<file path="src/rtl/rtnp_pkg.sv">
// rtnp_pkg: shared constants and controller/datapath command and status types
// for the ringtone text note parser. No dependencies.
package rtnp_pkg;

  // payload widths
  localparam int CHAR_W   = 8;
  localparam int SHIFT_W  = 2;
  localparam int INDEX_W  = 6;
  localparam int LENMS_W  = 19;

  // serial divider widths: dividend holds 4 * (60000 / tempo), divisor up to 1023
  localparam int DIVD_W   = 18;
  localparam int DIVS_W   = 10;

  // song defaults and timing constants
  localparam int unsigned MS_PER_MIN   = 60000;
  localparam int unsigned DEF_TEMPO    = 63;
  localparam int unsigned DEF_LENGTH   = 4;
  localparam int unsigned DEF_OCTAVE   = 6;
  localparam int unsigned SEMIS_PER_OCT = 12;
  localparam int unsigned BASE_OCTAVE  = 4;
  localparam int unsigned MAX_INDEX    = 61;

  // divider operand select
  typedef enum logic {
    DIV_SEL_TEMPO  = 1'b0,
    DIV_SEL_LENGTH = 1'b1
  } div_sel_t;

  // controller -> datapath
  typedef struct packed {
    logic     step;      // input transaction taken this cycle
    logic     div_load;  // start a division
    div_sel_t div_sel;
    logic     push;      // load the output register
  } rtnp_cmd_t;

  // datapath -> controller
  typedef struct packed {
    logic step_emit;     // current byte completes a note
    logic step_last;     // current byte is the final one
    logic div_busy;
  } rtnp_status_t;

endpackage

</file>
<file path="src/rtl/rtnp_if.sv">
// rtnp_if: valid/ready channel interfaces for text bytes and note results.
// Depends on rtnp_pkg.
interface rtnp_char_if import rtnp_pkg::*; ();
  logic              valid;
  logic              ready;
  logic [CHAR_W-1:0] song_char;
  logic              last_char;

  modport source (output valid, output song_char, output last_char, input ready);
  modport sink   (input valid, input song_char, input last_char, output ready);
endinterface

interface rtnp_note_if import rtnp_pkg::*; ();
  logic               valid;
  logic               ready;
  logic [INDEX_W-1:0] note_index;
  logic [LENMS_W-1:0] length_ms;
  logic               song_end;
  logic               note_valid;

  modport source (output valid, output note_index, output length_ms, output song_end,
                  output note_valid, input ready);
  modport sink   (input valid, input note_index, input length_ms, input song_end,
                  input note_valid, output ready);
endinterface

</file>
<file path="src/rtl/rtnp_div.sv">
// rtnp_div: restoring serial divider, one quotient bit per cycle.
// Depends on rtnp_pkg.
module rtnp_div import rtnp_pkg::*; (
  input  logic              clk,
  input  logic              rst,
  input  logic              load,
  input  logic [DIVD_W-1:0] dividend,
  input  logic [DIVS_W-1:0] divisor,
  output logic              busy,
  output logic [DIVD_W-1:0] quotient
);

  localparam int CNT_W = $clog2(DIVD_W + 1);

  logic [DIVD_W-1:0] work;
  logic [DIVS_W-1:0] rem;
  logic [DIVS_W-1:0] dvs;
  logic [CNT_W-1:0]  cnt;
  logic [DIVS_W:0]   rem_sh;
  logic              fits;
  logic [DIVS_W:0]   rem_sub;

  // trial subtract of the shifted partial remainder
  assign rem_sh  = {rem, work[DIVD_W-1]};
  assign fits    = rem_sh >= {1'b0, dvs};
  assign rem_sub = rem_sh - {1'b0, dvs};

  // control: bit counter and busy flag
  always_ff @(posedge clk) begin
    if (rst) begin
      busy <= 1'b0;
      cnt  <= '0;
    end else if (load) begin
      busy <= 1'b1;
      cnt  <= CNT_W'(DIVD_W);
    end else if (busy) begin
      cnt  <= cnt - 1'b1;
      if (cnt == CNT_W'(1)) begin
        busy <= 1'b0;
      end
    end
  end

  // dividend shifts out while quotient bits shift in
  always_ff @(posedge clk) begin
    if (load) begin
      work <= dividend;
      rem  <= '0;
      dvs  <= divisor;
    end else if (busy) begin
      work <= {work[DIVD_W-2:0], fits};
      rem  <= fits ? rem_sub[DIVS_W-1:0] : rem_sh[DIVS_W-1:0];
    end
  end

  assign quotient = work;

endmodule

</file>
<file path="src/rtl/rtnp_dp.sv">
// rtnp_dp: text parser state, note operand snapshot, shared divider and
// output payload register. Depends on rtnp_pkg and rtnp_div.
module rtnp_dp import rtnp_pkg::*; (
  input  logic               clk,
  input  logic               rst,
  input  rtnp_cmd_t          cmd,
  output rtnp_status_t       status,
  input  logic [CHAR_W-1:0]  song_char,
  input  logic               last_char,
  input  logic               cfg_we,
  input  logic [SHIFT_W-1:0] cfg_wdata,
  output logic [INDEX_W-1:0] note_index,
  output logic [LENMS_W-1:0] length_ms,
  output logic               song_end,
  output logic               note_valid
);

  // ascii codes
  localparam logic [7:0] CH_COLON = 8'h3A;
  localparam logic [7:0] CH_COMMA = 8'h2C;
  localparam logic [7:0] CH_HASH  = 8'h23;
  localparam logic [7:0] CH_DOT   = 8'h2E;
  localparam logic [7:0] CH_ZERO  = 8'h30;
  localparam logic [7:0] CH_THREE = 8'h33;
  localparam logic [7:0] CH_SEVEN = 8'h37;
  localparam logic [7:0] CH_NINE  = 8'h39;
  localparam logic [7:0] CH_A     = 8'h61;
  localparam logic [7:0] CH_B     = 8'h62;
  localparam logic [7:0] CH_C     = 8'h63;
  localparam logic [7:0] CH_D     = 8'h64;
  localparam logic [7:0] CH_E     = 8'h65;
  localparam logic [7:0] CH_F     = 8'h66;
  localparam logic [7:0] CH_G     = 8'h67;
  localparam logic [7:0] CH_O     = 8'h6F;

  localparam int FL_SHARP = 0;
  localparam int FL_DOT   = 1;
  localparam int FL_OCT   = 2;

  typedef enum logic [10:0] {
    PH_NAME     = 11'b000_0000_0001,
    PH_KEY      = 11'b000_0000_0010,
    PH_D_EQ     = 11'b000_0000_0100,
    PH_D_NUM    = 11'b000_0000_1000,
    PH_O_EQ     = 11'b000_0001_0000,
    PH_O_DIG    = 11'b000_0010_0000,
    PH_O_SEP    = 11'b000_0100_0000,
    PH_B_EQ     = 11'b000_1000_0000,
    PH_B_NUM    = 11'b001_0000_0000,
    PH_NOTE_LEN = 11'b010_0000_0000,
    PH_BODY     = 11'b100_0000_0000
  } phase_t;

  typedef struct packed {
    phase_t      phase;
    logic [7:0]  dlen;
    logic [2:0]  doct;
    logic [9:0]  tempo;
    logic [9:0]  acc;
    logic [3:0]  pnote;
    logic [2:0]  pflags;
    logic [3:0]  poct;
  } pstate_t;

  localparam pstate_t PS_RESET = '{
    phase:  PH_NAME,
    dlen:   8'(DEF_LENGTH),
    doct:   3'(DEF_OCTAVE),
    tempo:  10'(DEF_TEMPO),
    acc:    '0,
    pnote:  '0,
    pflags: '0,
    poct:   '0
  };

  function automatic logic is_digit(logic [7:0] c);
    return (c >= CH_ZERO) && (c <= CH_NINE);
  endfunction

  // decimal shift-in, saturating at 1023
  function automatic logic [9:0] acc_push(logic [9:0] acc, logic [7:0] c);
    logic [13:0] v;
    v = 14'({acc, 3'b000}) + 14'({acc, 1'b0}) + 14'(c[3:0]);
    return (v > 14'd1023) ? 10'd1023 : v[9:0];
  endfunction

  function automatic logic [3:0] letter_code(logic [7:0] c);
    logic [3:0] code;
    case (c)
      CH_C:    code = 4'd1;
      CH_D:    code = 4'd3;
      CH_E:    code = 4'd5;
      CH_F:    code = 4'd6;
      CH_G:    code = 4'd8;
      CH_A:    code = 4'd10;
      CH_B:    code = 4'd12;
      default: code = 4'd0;
    endcase
    return code;
  endfunction

  // length digits, else the note letter opens the note body
  function automatic pstate_t feed_len(pstate_t s, logic [7:0] c);
    pstate_t r;
    r = s;
    if (is_digit(c)) begin
      r.acc = acc_push(s.acc, c);
    end else begin
      r.pnote  = letter_code(c);
      r.pflags = '0;
      r.poct   = '0;
      r.phase  = PH_BODY;
    end
    return r;
  endfunction

  logic [SHIFT_W-1:0] octave_shift;
  pstate_t            ps;
  pstate_t            nx;
  pstate_t            fin;
  logic               emit_body;
  logic               emit;
  logic [9:0]         fin_tempo;
  logic [9:0]         fin_div;
  logic [3:0]         fin_oct;
  logic [4:0]         oct_sum;
  logic [7:0]         idx_raw;
  logic [7:0]         idx_off;
  logic [INDEX_W-1:0] fin_idx;

  logic               res_emit;
  logic               res_last;
  logic               res_dot;
  logic [INDEX_W-1:0] res_idx;
  logic [9:0]         res_tempo;
  logic [9:0]         res_div;

  logic               div_busy;
  logic [DIVD_W-1:0]  quot;
  logic [DIVD_W-1:0]  div_dividend;
  logic [DIVS_W-1:0]  div_divisor;
  logic [LENMS_W-1:0] dur;

  // configuration register
  always_ff @(posedge clk) begin
    if (rst) begin
      octave_shift <= '0;
    end else if (cfg_we) begin
      octave_shift <= cfg_wdata;
    end
  end

  // one parse step for the incoming byte
  always_comb begin
    nx        = ps;
    emit_body = 1'b0;
    unique case (ps.phase)
      PH_NAME: begin
        if (song_char == CH_COLON) nx.phase = PH_KEY;
      end
      PH_KEY: begin
        nx.acc = '0;
        if (song_char == CH_D) begin
          nx.phase = PH_D_EQ;
        end else if (song_char == CH_O) begin
          nx.phase = PH_O_EQ;
        end else if (song_char == CH_B) begin
          nx.phase = PH_B_EQ;
        end else if (song_char == CH_COLON) begin
          nx.phase = PH_NOTE_LEN;
        end else begin
          nx.phase = PH_NOTE_LEN;
          nx = feed_len(nx, song_char);
        end
      end
      PH_D_EQ: begin
        nx.acc   = '0;
        nx.phase = PH_D_NUM;
      end
      PH_D_NUM: begin
        if (is_digit(song_char)) begin
          nx.acc = acc_push(ps.acc, song_char);
        end else begin
          if (ps.acc != '0) begin
            nx.dlen = (ps.acc > 10'd255) ? 8'd255 : ps.acc[7:0];
          end
          nx.acc   = '0;
          nx.phase = (song_char == CH_COLON) ? PH_NOTE_LEN : PH_KEY;
        end
      end
      PH_O_EQ: begin
        nx.phase = PH_O_DIG;
      end
      PH_O_DIG: begin
        if ((song_char >= CH_THREE) && (song_char <= CH_SEVEN)) begin
          nx.doct = song_char[2:0];
        end
        nx.phase = PH_O_SEP;
      end
      PH_O_SEP: begin
        nx.acc   = '0;
        nx.phase = (song_char == CH_COLON) ? PH_NOTE_LEN : PH_KEY;
      end
      PH_B_EQ: begin
        nx.acc   = '0;
        nx.phase = PH_B_NUM;
      end
      PH_B_NUM: begin
        if (is_digit(song_char)) begin
          nx.acc = acc_push(ps.acc, song_char);
        end else begin
          nx.tempo = (ps.acc != '0) ? ps.acc : 10'(DEF_TEMPO);
          nx.acc   = '0;
          nx.phase = (song_char == CH_COLON) ? PH_NOTE_LEN : PH_KEY;
        end
      end
      PH_NOTE_LEN: begin
        nx = feed_len(ps, song_char);
      end
      PH_BODY: begin
        if ((song_char == CH_HASH) && (ps.pflags == '0)) begin
          nx.pflags[FL_SHARP] = 1'b1;
          nx.pnote            = ps.pnote + 4'd1;
        end else if ((song_char == CH_DOT) && !ps.pflags[FL_DOT] && !ps.pflags[FL_OCT]) begin
          nx.pflags[FL_DOT] = 1'b1;
        end else if (is_digit(song_char) && !ps.pflags[FL_OCT]) begin
          nx.pflags[FL_OCT] = 1'b1;
          nx.poct           = song_char[3:0];
        end else begin
          // byte ends the note; anything but a comma starts the next one
          emit_body = 1'b1;
          nx.acc    = '0;
          nx.phase  = PH_NOTE_LEN;
          if (song_char != CH_COMMA) begin
            nx = feed_len(nx, song_char);
          end
        end
      end
      default: begin
        nx.phase = PH_NAME;
      end
    endcase
  end

  // note completion: by a terminator, or by the final byte inside a note body
  assign emit = emit_body || (last_char && (nx.phase == PH_BODY));
  assign fin  = emit_body ? ps : nx;

  // operands of the finished note
  assign fin_tempo = (fin.tempo != '0) ? fin.tempo : 10'(DEF_TEMPO);
  assign fin_div   = (fin.acc != '0) ? fin.acc : {2'b00, fin.dlen};
  assign fin_oct   = fin.pflags[FL_OCT] ? fin.poct : {1'b0, fin.doct};
  assign oct_sum   = {1'b0, fin_oct} + {3'b000, octave_shift};
  assign idx_raw   = 8'({oct_sum, 3'b000}) + 8'({oct_sum, 2'b00}) + {4'b0000, fin.pnote};
  assign idx_off   = idx_raw - 8'(BASE_OCTAVE * SEMIS_PER_OCT);

  // semitone index, clamped to the table range
  always_comb begin
    if (fin.pnote == '0) begin
      fin_idx = '0;
    end else if (idx_raw <= 8'(BASE_OCTAVE * SEMIS_PER_OCT)) begin
      fin_idx = '0;
    end else if (idx_off > 8'(MAX_INDEX)) begin
      fin_idx = INDEX_W'(MAX_INDEX);
    end else begin
      fin_idx = idx_off[INDEX_W-1:0];
    end
  end

  // parser state, restarted after the final byte
  always_ff @(posedge clk) begin
    if (rst) begin
      ps <= PS_RESET;
    end else if (cmd.step) begin
      ps <= last_char ? PS_RESET : nx;
    end
  end

  // note snapshot for the divisions and the result
  always_ff @(posedge clk) begin
    if (cmd.step) begin
      res_emit  <= emit;
      res_last  <= last_char;
      res_dot   <= fin.pflags[FL_DOT];
      res_idx   <= fin_idx;
      res_tempo <= fin_tempo;
      res_div   <= fin_div;
    end
  end

  // first pass 60000 / tempo, second pass 4 * that / length
  always_comb begin
    unique case (cmd.div_sel)
      DIV_SEL_TEMPO: begin
        div_dividend = DIVD_W'(MS_PER_MIN);
        div_divisor  = res_tempo;
      end
      DIV_SEL_LENGTH: begin
        div_dividend = {quot[DIVD_W-3:0], 2'b00};
        div_divisor  = res_div;
      end
      default: begin
        div_dividend = DIVD_W'(MS_PER_MIN);
        div_divisor  = res_tempo;
      end
    endcase
  end

  rtnp_div u_div (
    .clk      (clk),
    .rst      (rst),
    .load     (cmd.div_load),
    .dividend (div_dividend),
    .divisor  (div_divisor),
    .busy     (div_busy),
    .quotient (quot)
  );

  // dotted notes last half again as long
  assign dur = res_dot ? ({1'b0, quot} + {2'b00, quot[DIVD_W-1:1]}) : {1'b0, quot};

  // output payload register
  always_ff @(posedge clk) begin
    if (cmd.push) begin
      note_index <= res_emit ? res_idx : '0;
      length_ms  <= res_emit ? dur : '0;
      note_valid <= res_emit;
      song_end   <= res_last;
    end
  end

  assign status.step_emit = emit;
  assign status.step_last = last_char;
  assign status.div_busy  = div_busy;

endmodule

</file>
<file path="src/rtl/rtnp_ctrl.sv">
// rtnp_ctrl: sequencing state machine for input, the two divisions and the
// output register valid flag. Depends on rtnp_pkg.
module rtnp_ctrl import rtnp_pkg::*; (
  input  logic         clk,
  input  logic         rst,
  input  logic         in_valid,
  output logic         in_ready,
  output logic         out_valid,
  input  logic         out_ready,
  input  rtnp_status_t status,
  output rtnp_cmd_t    cmd
);

  typedef enum logic [5:0] {
    S_IDLE   = 6'b000001,
    S_LOAD_T = 6'b000010,
    S_RUN_T  = 6'b000100,
    S_LOAD_L = 6'b001000,
    S_RUN_L  = 6'b010000,
    S_PUSH   = 6'b100000
  } state_t;

  state_t state;
  state_t state_next;
  logic   accept;
  logic   slot_free;

  assign in_ready  = (state == S_IDLE);
  assign accept    = in_valid && in_ready;
  assign slot_free = !out_valid || out_ready;

  // next state
  always_comb begin
    state_next = state;
    unique case (state)
      S_IDLE: begin
        if (accept) begin
          if (status.step_emit) begin
            state_next = S_LOAD_T;
          end else if (status.step_last) begin
            state_next = S_PUSH;
          end
        end
      end
      S_LOAD_T: state_next = S_RUN_T;
      S_RUN_T: begin
        if (!status.div_busy) state_next = S_LOAD_L;
      end
      S_LOAD_L: state_next = S_RUN_L;
      S_RUN_L: begin
        if (!status.div_busy) state_next = S_PUSH;
      end
      S_PUSH: begin
        if (slot_free) state_next = S_IDLE;
      end
      default: state_next = S_IDLE;
    endcase
  end

  always_ff @(posedge clk) begin
    if (rst) begin
      state <= S_IDLE;
    end else begin
      state <= state_next;
    end
  end

  // commands
  assign cmd.step     = accept;
  assign cmd.div_load = (state == S_LOAD_T) || (state == S_LOAD_L);
  assign cmd.div_sel  = (state == S_LOAD_L) ? DIV_SEL_LENGTH : DIV_SEL_TEMPO;
  assign cmd.push     = (state == S_PUSH) && slot_free;

  // output register valid flag
  always_ff @(posedge clk) begin
    if (rst) begin
      out_valid <= 1'b0;
    end else if (cmd.push) begin
      out_valid <= 1'b1;
    end else if (out_ready) begin
      out_valid <= 1'b0;
    end
  end

endmodule

</file>
<file path="src/rtl/ringtone_text_note_parser_top.sv">
// ringtone text note parser, top level. A byte that completes a note has its
// result in the output register after two serial divisions in one shared
// divider and the push; no further byte is taken until the push is done.
// Other bytes do not pause intake; a final byte with no note goes straight to the push.
// A result still waiting in the output register holds off the push. Synchronous
// active-high reset restarts the parser, clears the octave shift and empties the output.
module ringtone_text_note_parser_top import rtnp_pkg::*; (
  input  logic               clk,
  input  logic               rst,
  rtnp_char_if.sink          song_in,
  rtnp_note_if.source        note_out,
  input  logic               cfg_we,
  input  logic [SHIFT_W-1:0] cfg_wdata
);

  rtnp_cmd_t    cmd;
  rtnp_status_t status;

  rtnp_ctrl u_ctrl (
    .clk       (clk),
    .rst       (rst),
    .in_valid  (song_in.valid),
    .in_ready  (song_in.ready),
    .out_valid (note_out.valid),
    .out_ready (note_out.ready),
    .status    (status),
    .cmd       (cmd)
  );

  rtnp_dp u_dp (
    .clk        (clk),
    .rst        (rst),
    .cmd        (cmd),
    .status     (status),
    .song_char  (song_in.song_char),
    .last_char  (song_in.last_char),
    .cfg_we     (cfg_we),
    .cfg_wdata  (cfg_wdata),
    .note_index (note_out.note_index),
    .length_ms  (note_out.length_ms),
    .song_end   (note_out.song_end),
    .note_valid (note_out.note_valid)
  );

endmodule

</file>
<file path="src/flat_wrapper.sv">
// flat-port wrapper written by rule: the top's interface ports become plain ports
module ringtone_text_note_parser_top_flat import rtnp_pkg::*;
  (clk, rst, cfg_we, cfg_wdata, song_in_valid, song_in_song_char, song_in_last_char, song_in_ready, note_out_valid, note_out_note_index, note_out_length_ms, note_out_song_end, note_out_note_valid, note_out_ready);
  rtnp_char_if song_in_i ();
  rtnp_note_if note_out_i ();
  input  logic clk;
  input  logic rst;
  input  logic cfg_we;
  input  logic [SHIFT_W-1:0] cfg_wdata;
  input wire logic [$bits(song_in_i.valid)-1:0] song_in_valid;
  input wire logic [$bits(song_in_i.song_char)-1:0] song_in_song_char;
  input wire logic [$bits(song_in_i.last_char)-1:0] song_in_last_char;
  output wire logic [$bits(song_in_i.ready)-1:0] song_in_ready;
  output wire logic [$bits(note_out_i.valid)-1:0] note_out_valid;
  output wire logic [$bits(note_out_i.note_index)-1:0] note_out_note_index;
  output wire logic [$bits(note_out_i.length_ms)-1:0] note_out_length_ms;
  output wire logic [$bits(note_out_i.song_end)-1:0] note_out_song_end;
  output wire logic [$bits(note_out_i.note_valid)-1:0] note_out_note_valid;
  input wire logic [$bits(note_out_i.ready)-1:0] note_out_ready;
  assign song_in_i.valid = song_in_valid;
  assign song_in_i.song_char = song_in_song_char;
  assign song_in_i.last_char = song_in_last_char;
  assign song_in_ready = song_in_i.ready;
  assign note_out_valid = note_out_i.valid;
  assign note_out_note_index = note_out_i.note_index;
  assign note_out_length_ms = note_out_i.length_ms;
  assign note_out_song_end = note_out_i.song_end;
  assign note_out_note_valid = note_out_i.note_valid;
  assign note_out_i.ready = note_out_ready;
  ringtone_text_note_parser_top u_core (.clk(clk), .rst(rst), .song_in(song_in_i), .note_out(note_out_i), .cfg_we(cfg_we), .cfg_wdata(cfg_wdata));
endmodule
</file>
<file path="config.mk">
export PLATFORM = sky130hd
export DESIGN_NAME = ringtone_text_note_parser_top_flat
export DESIGN_NICKNAME = d
export VERILOG_FILES = /design/src/rtl/rtnp_pkg.sv /design/src/rtl/rtnp_if.sv /design/src/rtl/rtnp_div.sv /design/src/rtl/rtnp_dp.sv /design/src/rtl/rtnp_ctrl.sv /design/src/rtl/ringtone_text_note_parser_top.sv /design/src/flat_wrapper.sv
export SDC_FILE = /design/constraint.sdc
export NUM_CORES = 1
export LEC_CHECK = 0
export BUFFER_PORTS_ARGS = -buffer_cell sky130_fd_sc_hd__buf_4
export CORE_ASPECT_RATIO = 1.2
export CORE_UTILIZATION = 51
export CTS_BUF_LIST = sky130_fd_sc_hd__clkbuf_16
export DETAILED_ROUTE_END_ITERATION = 7
export GPL_TIMING_DRIVEN = 1
export PLACE_DENSITY = 0.72
export SYNTH_ARGS = -nofsm -noshare
export SYNTH_HDL_FRONTEND = slang
export SYNTH_SLANG_ARGS = --single-unit
</file>
<file path="constraint.sdc">
create_clock -name clk -period 6.1 [get_ports clk]
set_input_delay 1.22 -clock clk [delete_from_list [all_inputs] [get_ports clk]]
set_output_delay 1.22 -clock clk [all_outputs]
set_load 0.01 [all_outputs]
</file>
# [After elaboration in Yosys (flattened, before gate mapping)]
# Index checks and enable logic that the tools add are counted.
[word_totals] output_inout_bits=29 wordCells=197 in_bits=16 rom_bits=0 n_memories=0 mem_bits_rw=0 latchBits=0 reg_bits=162
[op_classes] add_sub_neg=10 reduce_logical=29 magnitude_cmp=10 n_shift=0 mul=0 n_eq_ne=36 n_div=0 bitwise_logic=1 muxes=81
[ops] cell="53-bit two-way mux" count=6
[ops] cell="11-bit case mux with 11 select lines" count=1
[ops] cell="11-bit two-way mux" count=10
[ops] cell="10-bit two-way mux" count=9
[ops] cell="21-bit two-way mux" count=4
[ops] cell="42-bit two-way mux" count=2
[ops] cell="8-bit by 7-bit == test with 1-bit output, second input constant" count=8
[ops] cell="18-bit two-way mux" count=3
[ops] cell="10-bit case mux with 5 select lines" count=1
[ops] cell="47-bit two-way mux" count=1
[ops] cell="46-bit two-way mux" count=1
[ops] cell="6-bit two-way mux" count=7
[ops] cell="18-bit case mux with 2 select lines" count=1
[ops] cell="6-bit case mux with 6 select lines" count=1
[ops] cell="11-bit case mux with 3 select lines" count=1
[ops] cell="10-bit case mux with 3 select lines" count=1
[ops] cell="10-bit nonzero test" count=3
[ops] cell="4-bit case mux with 7 select lines" count=1
[ops] cell="8-bit by 6-bit == test with 1-bit output, second input constant" count=3
[ops] cell="8-bit by 6-bit <= comparator with 1-bit output, second input constant" count=3
[ops] cell="8-bit two-way mux" count=3
[ops] cell="8-bit case mux with 3 select lines" count=1
[ops] cell="11-bit == test, second input constant" count=2
[ops] cell="10-bit case mux with 2 select lines" count=1
[ops] cell="56 further kinds" count=93

# [Logic depth before layout (Yosys ltp)]
[depth] word_depth=20 ltp_mapped=23 ltp_nobuf=22

# [Modules after synthesis]
# A second synthesis with hierarchy kept.
[hier_totals] hier_cells=1191 hier_area_um2=10710.3
[by_module_without_submodules] module="rtnp_dp" area_each_um2=7901.3 seq_area_each_um2=2782.7 n_inst=1 cells_per_inst=928
[by_module_without_submodules] module="rtnp_div" area_each_um2=2317.2 seq_area_each_um2=1161.1 n_inst=1 cells_per_inst=202
[by_module_without_submodules] module="rtnp_ctrl" area_each_um2=491.7 seq_area_each_um2=140.1 n_inst=1 cells_per_inst=61

# [Worst setup path after synthesis]
# No wires, ideal clock.
[synth_timing] path_type="input-to-reg" startpoint="input song_in_song_char[6]" endpoint="register u_core.u_dp.res_idx[4] (data pin)" required_time_ps=5833 arrival_time_ps=5978 slack_ps=-145 stages=21 cell_sequence="nor4bb_1 -> nand2_1 -> o32a_1 -> and3_1 -> o22ai_2 -> mux2i_1 -> o21ai_0 -> ha_1 -> inv_1 -> fa_1 -> fa_1 -> inv_1 -> ha_1 -> fa_1 -> a21o_1 -> a21oi_1 -> xnor2_1 -> xnor2_1 -> a31oi_1 -> a21oi_1 -> a21oi_1"
[synth_between] elab_chain_cells=20 word_cells_on_any_way=62 classes_between="add/sub: 4; order compare: 6; eq/ne: 12; mux: 32; reduce/logical: 8"
[synth_lines] item="from (decl)" line="flat_wrapper.sv:11" source="input wire logic [$bits(song_in_i.song_char)-1:0] song_in_song_char;"
[synth_lines] item="8-bit by 6-bit greater-or-equal comparator with 1-bit output or 8-bit by 6-bit <= comparator with 1-bit output (tied branches)" line="rtnp_dp.sv:77" source="return (c >= CH_ZERO) && (c <= CH_NINE);"
[synth_lines] item="1-bit logical AND" line="rtnp_dp.sv:77"
[synth_lines] item="11-bit two-way mux" line="rtnp_dp.sv:106" source="if (is_digit(c)) begin"
[synth_lines] item="53-bit two-way mux" line="rtnp_dp.sv:234" source="if (song_char != CH_COMMA) begin"
[synth_lines] item="53-bit two-way mux" line="rtnp_dp.sv:226" source="end else if (is_digit(song_char) && !ps.pflags[FL_OCT]) begin"
[synth_lines] item="53-bit two-way mux" line="rtnp_dp.sv:224" source="end else if ((song_char == CH_DOT) && !ps.pflags[FL_DOT] && !ps.pflags[FL_OCT]) begin"
[synth_lines] item="53-bit two-way mux" line="rtnp_dp.sv:221" source="if ((song_char == CH_HASH) && (ps.pflags == '0)) begin"
[synth_lines] item="53-bit two-way mux" line="rtnp_dp.sv:157" source="unique case (ps.phase)"
[synth_lines] item="[4 not listed]"
[synth_lines] item="42-bit two-way mux (*)" line="rtnp_dp.sv:247" source="assign fin = emit_body ? ps : nx;"
[synth_lines] item="4-bit two-way mux" line="rtnp_dp.sv:252" source="assign fin_oct = fin.pflags[FL_OCT] ? fin.poct : {1'b0, fin.doct};"
[synth_lines] item="4-bit by 2-bit adder with 5-bit output" line="rtnp_dp.sv:253" source="assign oct_sum = {1'b0, fin_oct} + {3'b000, octave_shift};"
[synth_lines] item="8-bit by 7-bit adder with 8-bit output" line="rtnp_dp.sv:254" source="assign idx_raw = 8'({oct_sum, 3'b000}) + 8'({oct_sum, 2'b00}) + {4'b0000, fin.pnote};"
[synth_lines] item="8-bit by 4-bit adder with 8-bit output" line="rtnp_dp.sv:254"
[synth_lines] item="8-bit by 6-bit subtractor with 8-bit output" line="rtnp_dp.sv:255" source="assign idx_off = idx_raw - 8'(BASE_OCTAVE * SEMIS_PER_OCT);"
[synth_lines] item="8-bit by 6-bit greater-than comparator with 1-bit output" line="rtnp_dp.sv:263" source="end else if (idx_off > 8'(MAX_INDEX)) begin"
[synth_lines] item="6-bit two-way mux" line="rtnp_dp.sv:263"
[synth_lines] item="to (signal assigned)" line="rtnp_dp.sv:285" source="res_idx <= fin_idx;"
[synth_lines] item="to (decl)" line="rtnp_dp.sv:134" source="logic [INDEX_W-1:0] res_idx;"
# Every way passes the cells marked *; elsewhere a longest branch is shown, timed or not. The select of a mux whose other input is x is not followed.
# A chain may end at the register's enable or synchronous reset.

# [Final worst setup path]
[layout_timing] startpoint="input song_in_song_char[6]" endpoint="register u_core.u_dp.res_idx[3] (data pin)"
# The elaborated chain is that of the path after synthesis.

==> summary.md <==
| Metric | Value |
|---|---|
| Status | `finished clean` |
| Crit path DAT | `5990 ps` |
| Post-synth EDFFs | `84` |
| Resized cells post-CTS | `0` |
| Final TNS setup | `0 ps` |
| Via density | `about 6.1` |
| Nets | `between 1000 and 1500` |
| GP Congestion | `between 0.9 and 1` |
| Synth async-reset ratio | `0%` |
| Routed wire per std cell | `~17 um` |
| Mapped Avg Cell Area | `between 8 and 9 um^2` |
| Initial Util | `roughly 53%` |
| R2R Setup Slk | `roughly 330 ps` |
| Die Area | `about 22000 um^2` |
| Layout cell share with drive strength beyond 1 | `13.2%` |
| Worst vdd ir | `~0.22 mV` |
| Ports | `45` |
| Crit path kind | `in2reg` |
| DP Wirelength | `19.9 mm` |
| Port buffer count | `44` |
| Req. time, crit path | `6260 ps` |
| Slew at the pin closest to its max-slew limit | `around 1100 ps` |
| Synth Instances | `between 1000 and 1500` |
| Critical Path Sink Type | `flip-flop` |
| Vias in the first global route | `roughly 9300` |
| Rows | `57` |
| Cell mode on critical path | `buf_4` |
| # hold bufs at CTS | `0` |
| Die Height | `roughly 160 um` |
| Final Skew | `between 10 and 15 ps` |
| Ant diodes | `0` |
| Tmin final | `slightly below 6000 ps` |
| DR iter-0 viols | `between 500 and 600` |
| Seq/Total Area, Yosys | `a little under two fifths` |
| Pin count of the biggest net entering global routing | `between 50 and 60` |
| Antenna violations before repair | `0` |
| Initial DRT Pass Iterations | `7` |
| CTS tree | `yes` |
| CP max stage delay | `540 ps` |
| Syn Nets | `between 1000 and 1500` |
| CTS buffer count | `17` |
| Netlist cell types | `91` |
| Drt drc | `0` |
| Slowest CP cell | `fa_1` |
| Total GRT Usage | `approximately a quarter` |
| Final WL | `between 20 and 30 mm` |
| Total power | `between 2 and 3 mW` |
| Clock latency on the worst-skew pair | `roughly 430 ps` |
| Pwr per Cell Area | `~220 nW/um^2` |
| Yosys warning count | `0` |
| Vias | `between 9000 and 10000` |
| HP Class | `reg2reg` |
| Die width | `approximately 130 um` |
| First-pass GRT wire length | `44.4 mm` |
| Unrepaired setup endpoints after global routing | `false` |
| Slew HR | `about 29%` |
| Primary FF master, synth | `edfxtp_1` |
| H-tree depth | `4` |
| Core area | `20500 um^2` |
| Congestion Overflow GR | `0` |
| Synthesized cell area | `approximately 11000 um^2` |
| Post-DRT Antenna Nets | `0` |
| Layout area overhead | `13.7%` |
| Setup violators final | `0` |
| Root buf cell | `clkbuf_16` |
| Clock Tree Buf Depth | `2` |
| P_leak | `between 4 and 5 nW` |
| Max-Cap Viols | `0` |
| CP startpoint kind | `input port` |
| Clock Pin Slew Worst Setup and Hold Paths | `about 60 ps` |
| Final-report max-slew violation count | `0` |
| Number of synthesized register bits | `between 150 and 200` |
| Critical-path maximum fanout | `6` |
| Tcrit/Tclk final | `between 90% and 100%` |
| Peak Freq | `~0.17 GHz` |
| Post-CTS setup buffer count | `0` |
| Final hold violation count | `0` |
| CTS sink count | `162` |
==> power by group <==
group / total [mW] / internal, mW / switching, mW
Combinational: 0.403 / 0.150 / 0.253
Clock: 1.09 / 0.650 / 0.442
Sequential: 1.25 / 1.21 / 0.0359
==> worst paths after layout <==
| kind | start | end | cells after the start |
|---|---|---|---|
| worst max-delay path | song_in_song_char[6] | u_core.u_dp.res_idx[3]$_SDFFCE_PP0P_ | 25 |
| worst min-delay path | u_core.u_dp.res_last$_DFFE_PP_ | u_core.u_dp.song_end$_DFFE_PP_ | 0 |
| worst max register to register | u_core.u_dp.ps[43]$_SDFFE_PP0P_ | u_core.u_dp.res_idx[3]$_SDFFCE_PP0P_ | 22 |
| worst min register to register | u_core.u_dp.res_last$_DFFE_PP_ | u_core.u_dp.song_end$_DFFE_PP_ | 0 |
==> sequential cells by signal (all words and copies together) (netlist names), 6 cells and up <==
name and cells:
u_core.u_dp.u_div.quotient 18, u_core.u_dp.u_div.dvs 10, u_core.u_dp.res_div 10, u_core.u_dp.note_index 6, u_core.u_dp.res_tempo 10, u_core.u_dp.u_div.rem 10
u_core.u_dp.ps 53, u_core.u_ctrl.state 6, u_core.u_dp.length_ms 19, u_core.u_dp.res_idx 6
==> worst max-delay path, delay by kind of cell <==
kind,cells,cell delay [ps]
mux,1,70
simple gates,5,820
compound gates,5,780
buf+inv,7,870
fa+ha+maj,6,2050
xor+xnor,1,180
==> cell usage after synthesis, types with 5 or more instances <==
cell / number / area, um^2
ha_1: 63 / 788
a21oi_1: 96 / 480
a22o_1: 8 / 70.1
and2_1: 12 / 75.1
dfxtp_1: 78 / 1560
nand4_1: 9 / 56.3
o211ai_1: 12 / 90.1
a22oi_1: 22 / 165
fa_1: 7 / 140
nand2_1: 137 / 514
nor2b_1: 27 / 169
a21o_1: 16 / 120
a221oi_1: 6 / 52.6
buf_2: 7 / 35.0
nor2_1: 107 / 402
nand2b_1: 26 / 163
o21a_1: 17 / 128
o31ai_1: 13 / 97.6
clkbuf_1: 47 / 176
o22a_1: 7 / 61.3
nor3_1: 38 / 190
xnor2_1: 17 / 149
o21ai_1: 7 / 35.0
o21ai_0: 74 / 370
o31a_1: 7 / 61.3
or3_1: 5 / 31.3
a31oi_1: 11 / 68.8
and3_1: 14 / 87.6
or2_2: 5 / 31.3
xor2_1: 12 / 105
a211oi_1: 13 / 97.6
a2111oi_0: 5 / 43.8
edfxtp_1: 84 / 2520
mux2i_1: 20 / 200
a2bb2oi_1: 6 / 52.6
inv_1: 52 / 195
nand3_1: 33 / 165
nor4_1: 8 / 50.1
nor4b_1: 6 / 52.6
==> through the flow <==
| stage | worst slack (ps) | cell area, um^2 | cells | hold slack, ps | util, % |
|---|---|---|---|---|---|
| 4_1_cts | 255 | 12200 | 1565 | 436 | 59.8 |
| 6_report | 272 | 12300 | 1565 | 433 | 59.9 |
| 3_3_place_gp | -87.2 | 11600 | 1533 | 406 | 56.8 |
| 5_1_grt | 12.3 | 12300 | 1565 | 438 | 59.9 |
| 3_5_place_dp | -196 | 11600 | 1533 | 421 | 56.8 |
| 2_1_floorplan | 11.3 | 10800 | 1228 | 400 | - |
==> layout by cell type (no fill, tap or decap), types with 8 or more instances in the layout <==
master,instances
a21oi_1,95
nor2_1,106
o211ai_1,12
inv_1,54
mux2i_1,20
o21a_1,17
xnor2_1,17
a21o_1,16
nand3_1,33
a211oi_1,13
o21ai_0,73
edfxtp_1,84
clkbuf_16,19
nor2b_1,26
buf_4,101
o21ai_1,8
a22oi_1,22
xor2_1,12
and2_1,12
o31ai_1,13
nand4_1,9
nand2_1,137
and3_1,14
nand2b_1,26
ha_1,63
dfxtp_1,78
a22o_1,8
a31oi_1,10
nor3_1,37
==> logic make-up (layout without fill, tap and decap cells) <==
logic type | Yosys count | count (layout) | synth area share [%]
xor+xnor | 29 | 29 | 2.36
simple gates | 467 | 467 | 22.2
buf+inv | 115 | 187 | 4.24
compound gates | 362 | 362 | 22.5
flops | 162 | 162 | 37.9
mux | 23 | 23 | 2.17
fa+ha+maj | 70 | 70 | 8.61
==> final cells by class <==
cell class                      instances  area, um^2
Fill cell                            1801        8210
Sequential cell                       162        4080
Clock inverter                         13         130
Inverter                               54         203
Clock buffer                           19         475
Timing Repair Buffer                  101         758
Multi-Input combinational cell        951        6280
Tap cell                              265         332
==> layer usage <==
| metal | track usage, % | routed length [um] |
|---|---|---|
| met3 | 3.86 | 1150 |
| met1 | 29.3 | 11100 |
| met5 | 0 | 0 |
| met2 | 47.6 | 14000 |
| met4 | 8.53 | 592 |
Note: power is estimated with default switching activity, not from simulation.
